File: src/design/asa_ram.sv
// Generic single-port-write, single-port-read RAM with registered read data.
module asa_ram #(
  parameter int WIDTH = 8,
  parameter int DEPTH = 16
) (
  input  logic                     clk,
  input  logic                     we,
  input  logic [$clog2(DEPTH)-1:0] waddr,
  input  logic [WIDTH-1:0]         wdata,
  input  logic [$clog2(DEPTH)-1:0] raddr,
  output logic [WIDTH-1:0]         rdata
);

  logic [WIDTH-1:0] mem_r [DEPTH];
  logic [WIDTH-1:0] rdata_r;

  // Write port and registered read port.
  always_ff @(posedge clk) begin
    if (we) begin
      mem_r[waddr] <= wdata;
    end
    rdata_r <= mem_r[raddr];
  end

  assign rdata = rdata_r;

endmodule

File: config.mk
export PLATFORM = sky130hd
export DESIGN_NAME = asa_ram
export DESIGN_NICKNAME = d
export VERILOG_FILES = /design/src/design/asa_ram.sv
export SDC_FILE = /design/constraint.sdc
export NUM_CORES = 1
export LEC_CHECK = 0
export ABC_AREA = 1
export BUFFER_PORTS_ARGS = -buffer_cell sky130_fd_sc_hd__buf_2
export CORE_MARGIN = 5
export CORE_UTILIZATION = 55
export CTS_CLUSTER_DIAMETER = 80
export DETAILED_ROUTE_END_ITERATION = 7
export PLACE_DENSITY = 0.72
export SLEW_MARGIN = 20
export SYNTH_ARGS = -nofsm -noshare
export SYNTH_HDL_FRONTEND = slang
export SYNTH_SLANG_ARGS = --single-unit
File: constraint.sdc
create_clock -name clk -period 3.1 [get_ports clk]
set_clock_uncertainty 0.1 [all_clocks]
set_input_delay 0.155 -clock clk [delete_from_list [all_inputs] [get_ports clk]]
set_output_delay 0.155 -clock clk [all_outputs]
set_load 0.05 [all_outputs]
==> results_dict.tcl, run 1 <==
set metrics [dict create \
    yosys.area.top_type "edfxtp_1" \
    drv_cap 0 \
    via_per_inst 5.25 \
    clk_pin_slew_ns 0.06 \
    syn_area_per_cell_um2 10.5 \
    core-area_um2 10300 \
    synth_xor_xnor_area_share_pct 0 \
    synthAdderAreaFrac_pct 0 \
    synth.area.mux_share_pct 0 \
    drive_gt1_share_pct 9.76 \
    p_per_area_nw_per_um2 679 \
    antenna_found_initial 0 \
    via_count 3832 \
    nets 599 \
    critPathTopFamily "flip-flops" \
    synth_compound_area_share_pct 0 \
    finalSetupViolations 0 \
    route.detailed.drc 0 \
    path_buf_inv 1 \
    grt_usage_pct 21.3 \
    leakagePower_nw 2.86 \
    grt_overflow 0 \
    crit_slowest_cell "dfxtp_1" \
    crit_path_end_kind "primary output" \
    io_buffers 25 \
    synth_async_sr_flop_share_pct 0 \
    finalCritPeriodShare_pct 45.7 \
    grt_max_degree 65 \
    yosys-top-cells-area "edfxtp_1, nand2_1, nand3_1" \
    startpoint_type "flop" \
    status "complete, no violations" \
    synth_top_family_by_area "simple AND/OR/NAND/NOR gates" \
    required_ns 2.84 \
    slew_viol_final 0 \
    max_freq_mhz 705 \
    fin_tns_setup_ns 0 \
    post-route-min-period_ns 1.42 \
    yosysTopAreaCellShare_pct 66.7 \
    cp_cell_sequence "buf_2" \
    netlist_instances 551 \
    wl_per_cell_um 17.3 \
    cts_setup_buffers 0 \
    initial_core_util_pct 56.1 \
    std_cell_rows 37 \
    drt-total-wl_mm 12.6 \
    worstPathMaxFanout 1 \
    cts_made_buffers 17 \
    root_buffer "clkbuf_8" \
    io_pins 26 \
    die_h_um 112 \
    worstHoldStart "raddr[2]" \
    synth_commonest_cells "nand2_1, edfxtp_1, inv_1" \
    grt_pass1_wl_mm 20.2 \
    yosysWarnings 0 \
    ir_drop_mv 0.393 \
    ys.flop_type "edfxtp_1" \
    dp_hpwl_mm 7.50 \
    ys_seq_elements 136 \
    grt_pass1_vias 3807 \
    synth-simple-area-share_pct 21.0 \
    antenna_cells 0 \
    synth_edf_count 128 \
    ctsHoldBuffers 9 \
    relSlewSlack_pct 41.6 \
    rsz0062_at_grt "no" \
    ant_nets 0 \
    dieArea_um2 12600 \
    yosysMostFrequentCell "nand2_1" \
    worstPathArrival_ns 1.16 \
    path_class "reg -> out" \
    syn_nets 569 \
    ys_seq_area_share_pct 69.4 \
    post_cts_resized 0 \
    h-tree-depth 4 \
    crit_start "rdata[2]" \
    cts_tree "done" \
    routabilityCongestion 0.847 \
    worstMarginPinSlew_ns 0.875 \
    area_growth_pct 15.0 \
    fp.dieW_um 112 \
    cts_sinks 136 \
    r2r-start "mem_r[7][6]" \
    clockBufferDepth 2 \
    clock_latency_ns 0.52 \
    holdCritPathClass "in -> reg" \
    synthesis.area_um2 5770 \
    first_pass_iters 5 \
    synth_cell_types 12 \
    drtIter0Drc 325 \
    fin_area_um2 6630 \
    cpPeakStageDelay_ns 0.36 \
    post_dp_cell_area_um2 5900 \
    hold_viol 0 \
]
-- metal layers --
metal	part of all wire (%)	vias up	global-route usage (%)
li1	-	1830	-
met1	39	1832	26.9
met2	50	145	34.4
met3	8.0	25	6.15
met4	2.4	0	9.38
met5	0	-	0
-- stage by stage --
step	cells	util (%)	setup WS [ns]	total power, W	hold slack [ns]
6_report	730	64.5	1.68	0.00450	0.0321
5_1_grt	730	64.5	1.58	0.00463	0.0429
4_1_cts	730	64.5	1.63	0.00452	0.0208
3_5_place_dp	689	57.4	1.18	0.00238	0.422
3_3_place_gp	689	57.4	1.21	0.00237	0.418
2_1_floorplan	551	-	1.89	0.00229	0.154
-- layout by cell type, fill, tap and decap left out, drive strengths merged --
master       count
dlygate4sd3      9
buf             26
edfxtp         128
bufinv           5
nand2          173
dfxtp            8
clkbuf          20
nand3b           2
clkinv           5
nor2            17
nand3           97
clkinvlp         3
inv            101
-- sequential cells by signal (all words and copies together), names as in the netlist --
signal,count
mem_r,128
rdata,8
-- cell type report --
cell class / count / area (µm²)
Timing Repair Buffer: 35 / 223
Sequential cell: 136 / 4000
Inverter: 102 / 384
Clock buffer: 20 / 435
Tap cell: 136 / 170
Clock inverter: 12 / 200
Fill cell: 806 / 3650
Multi-Input combinational cell: 289 / 1210
-- cell families (layout without fill, tap and decap cells) --
group,after synthesis,count (layout)
buffers and inverters,126,169
flip-flops,136,136
AND/OR/NAND/NOR,289,289
-- where the power goes --
group          switching (W)  internal (W)
registers          0.0000135       0.00206
logic               0.000212     0.0000724
clock network       0.000738       0.00141
-- path summary, 6_finish.rpt --
path	to	slack (ns)	depth (start not counted)
max	rdata[2]	1.68	1
min	rdata[7]	0.03	4
max reg2reg	rdata[6]	1.95	6
min reg2reg	rdata[7]	0.57	6
Power figures use the tool's default switching activity.
==> run 2: changes to the inputs <==
--- a/config.mk
+++ b/config.mk
@@ -5,13 +5,13 @@
 export SDC_FILE = /design/constraint.sdc
 export NUM_CORES = 1
 export LEC_CHECK = 0
-export ABC_AREA = 1
+export ABC_AREA = 0
 export BUFFER_PORTS_ARGS = -buffer_cell sky130_fd_sc_hd__buf_2
 export CORE_MARGIN = 5
 export CORE_UTILIZATION = 55
 export CTS_CLUSTER_DIAMETER = 80
 export DETAILED_ROUTE_END_ITERATION = 7
-export PLACE_DENSITY = 0.72
+export PLACE_DENSITY = 0.73
 export SLEW_MARGIN = 20
 export SYNTH_ARGS = -nofsm -noshare
 export SYNTH_HDL_FRONTEND = slang
==> constraint.sdc (replaced) <==
create_clock -name clk -period 1.4 [get_ports clk]
set_clock_uncertainty 0.1 [all_clocks]
set_input_delay 0.07 -clock clk [delete_from_list [all_inputs] [get_ports clk]]
set_output_delay 0.07 -clock clk [all_outputs]
set_load 0.05 [all_outputs]
==> run 2 against run 1 <==
Net effect: design area shrank 5.9%; combinational power grew 97%; via count shrank 35%; critical endpoint is now rdata[0]; critical path type is now reg -> reg; largest power group is now registers; power grew 110%.
==> results_dict.tcl, run 2 <==
set metrics [dict create \
    status "complete, no violations" \
    worstPathArrival_ns 1.67 \
    power_w 0.00949 \
    cts_setup_buffers 0 \
    via_per_inst 5.95 \
    synth_cell_types 19 \
    cts_sinks 136 \
    io_buffers 25 \
    yosys.area.top_type "edfxtp_1" \
    rr_worst_depth 3 \
    grt_pass1_vias 2657 \
    post_dp_cell_area_um2 5560 \
    leakagePower_nw 2.12 \
    core-area_um2 9200 \
    cts_made_buffers 17 \
    cts_tree "done" \
    drv_cap 0 \
    std_cell_rows 35 \
    synth_async_sr_flop_share_pct 0 \
    max_freq_mhz 720 \
    dieArea_um2 11400 \
    yosysWarnings 0 \
    synth_edf_count 128 \
    ys.flop_type "edfxtp_1" \
    holdCritPathClass "in -> reg" \
    grt_pass1_wl_mm 15.0 \
    worstPathMaxFanout 1 \
    syn_nets 247 \
    required_ns 1.69 \
    r2r-end "rdata[0]" \
    rsz0062_at_grt "yes" \
    yosys-top-cells-area "edfxtp_1, mux4_2, mux4_1" \
    grt_max_degree 23 \
    post-route-min-period_ns 1.39 \
    worstHoldStart "waddr[0]" \
    relSlewSlack_pct 46.4 \
    grt_usage_pct 18.6 \
    io_pins 26 \
    root_buffer "clkbuf_8" \
    regMostFlops "mem_r" \
    initial_core_util_pct 56.0 \
    holdPathEnd "mem_r[0][1]" \
    syn_area_per_cell_um2 22.5 \
    route.detailed.drc 0 \
    fin_area_um2 6240 \
    fp.dieW_um 107 \
    fin_tns_setup_ns 0 \
    die_h_um 107 \
    p_per_area_nw_per_um2 1520 \
    drive_gt1_share_pct 36.2 \
    path_class "reg -> reg" \
    mostFrequentLayoutCells "edfxtp_1, buf_2, mux4_2, buf_4, clkbuf_16" \
    grt_overflow 0 \
    place_inst 379 \
    r2r-start "mem_r[10][0]" \
    layout.cells.non_filler 419 \
    area_growth_pct 21.2 \
    yosysMostFrequentCell "edfxtp_1" \
    wl_per_cell_um 22.7 \
    worst_slack_ns 0.0120 \
    dp_slack_ns -0.172 \
    finalSetupViolations 0 \
    ir_drop_mv 0.763 \
    synth_commonest_cells "edfxtp_1, mux4_2, a22oi_1" \
    synthesis.area_um2 5150 \
    regToRegSetupSlack_ns 0.01 \
    crit_path_end_kind "flop" \
    netlist_instances 229 \
    clk_pin_slew_ns 0.06 \
    nets 313 \
    ys_seq_area_share_pct 77.8 \
    largest_reg_flops 128 \
    drtIter0Drc 149 \
    drt-total-wl_mm 9.51 \
    startpoint_type "flop" \
    via_count 2493 \
    hold_viol 0 \
    slew_viol_final 0 \
    clock_latency_ns 0.51 \
    routabilityCongestion 0.774 \
    layout_commonest_cell "edfxtp_1" \
    h-tree-depth 4 \
    first_pass_iters 5 \
    clockBufferDepth 2 \
    ant_nets 0 \
    antenna_found_initial 1 \
    finalCritPeriodShare_pct 99.1 \
    worstMarginPinSlew_ns 0.803 \
    hold_depth 3 \
    dp_hpwl_mm 6.08 \
    ys_seq_elements 136 \
    yosysTopAreaCellShare_pct 74.7 \
]
## run 2: metrics by stage
stage / hold WS [ns] / util (%)
floorplan: 0.0689 / -
global placement: 0.360 / 60.5
detailed placement: 0.368 / 60.5
CTS: 0.0105 / 67.8
global route: 0.0211 / 67.9
finish: 0.0232 / 67.9
## run 2: critical path, stage by stage, from the launching register on
cell      delay [ns]
edfxtp_1        0.38
mux4_2          0.48
a22oi_2         0.23
nand2_1         0.09
## run 2: how the worst max path moves through the flow
stage                       startpoint           to  slack (ns)  cells past startpoint
after detailed placement      raddr[0]     rdata[6]       -0.17                      6
final                     mem_r[10][0]     rdata[0]        0.01                      3
after global placement        raddr[0]     rdata[6]       -0.15                      6
after CTS                  mem_r[8][2]     rdata[2]       0.004                      3
after floorplan               waddr[2]  mem_r[3][0]       -0.04                      2
after global routing      mem_r[14][0]     rdata[0]       -0.05                      3
## run 2: cell type report
| class | instances | area (µm²) |
|---|---|---|
| Clock inverter | 13 | 171 |
| Tap cell | 111 | 139 |
| Clock buffer | 18 | 418 |
| Multi-Input combinational cell | 83 | 1070 |
| Antenna cell | 1 | 2.50 |
| Fill cell | 559 | 2960 |
| Timing Repair Buffer | 57 | 435 |
| Sequential cell | 136 | 4000 |
## run 2: cells by family (layout without fill, tap and decap cells)
family,count (synthesis),count (layout),share of synthesized area (%)
compound gates,16,16,2.33
buf+inv,10,88,1.68
flops,136,136,77.8
mux,32,32,15.0
other cells,0,1,0
simple gates,35,35,3.18
## run 2: what timing repair did
action / 4_1_cts / 5_1_grt
setup endpoints to repair: 5 / 7
hold buffers: 8 / 0
resized for setup: 7 / 5
pin swaps: 4 / 4
endpoints found under the hold margin: 128 / 0
## run 2: routing by layer
metal  GRT usage, %  share of wire [%]  vias up
met5              0                  0        -
met4           6.85                1.5        0
met3           5.54                4.4       10
met2           31.3                 52       82
met1           23.0                 42     1302
li1               -                  -     1099
## run 2: power breakdown
| group | internal, W | total (W) | switching [W] |
|---|---|---|---|
| registers | 0.00455 | 0.00458 | 0.0000274 |
| clock network | 0.00272 | 0.00435 | 0.00163 |
| logic | 0.000222 | 0.000559 | 0.000338 |
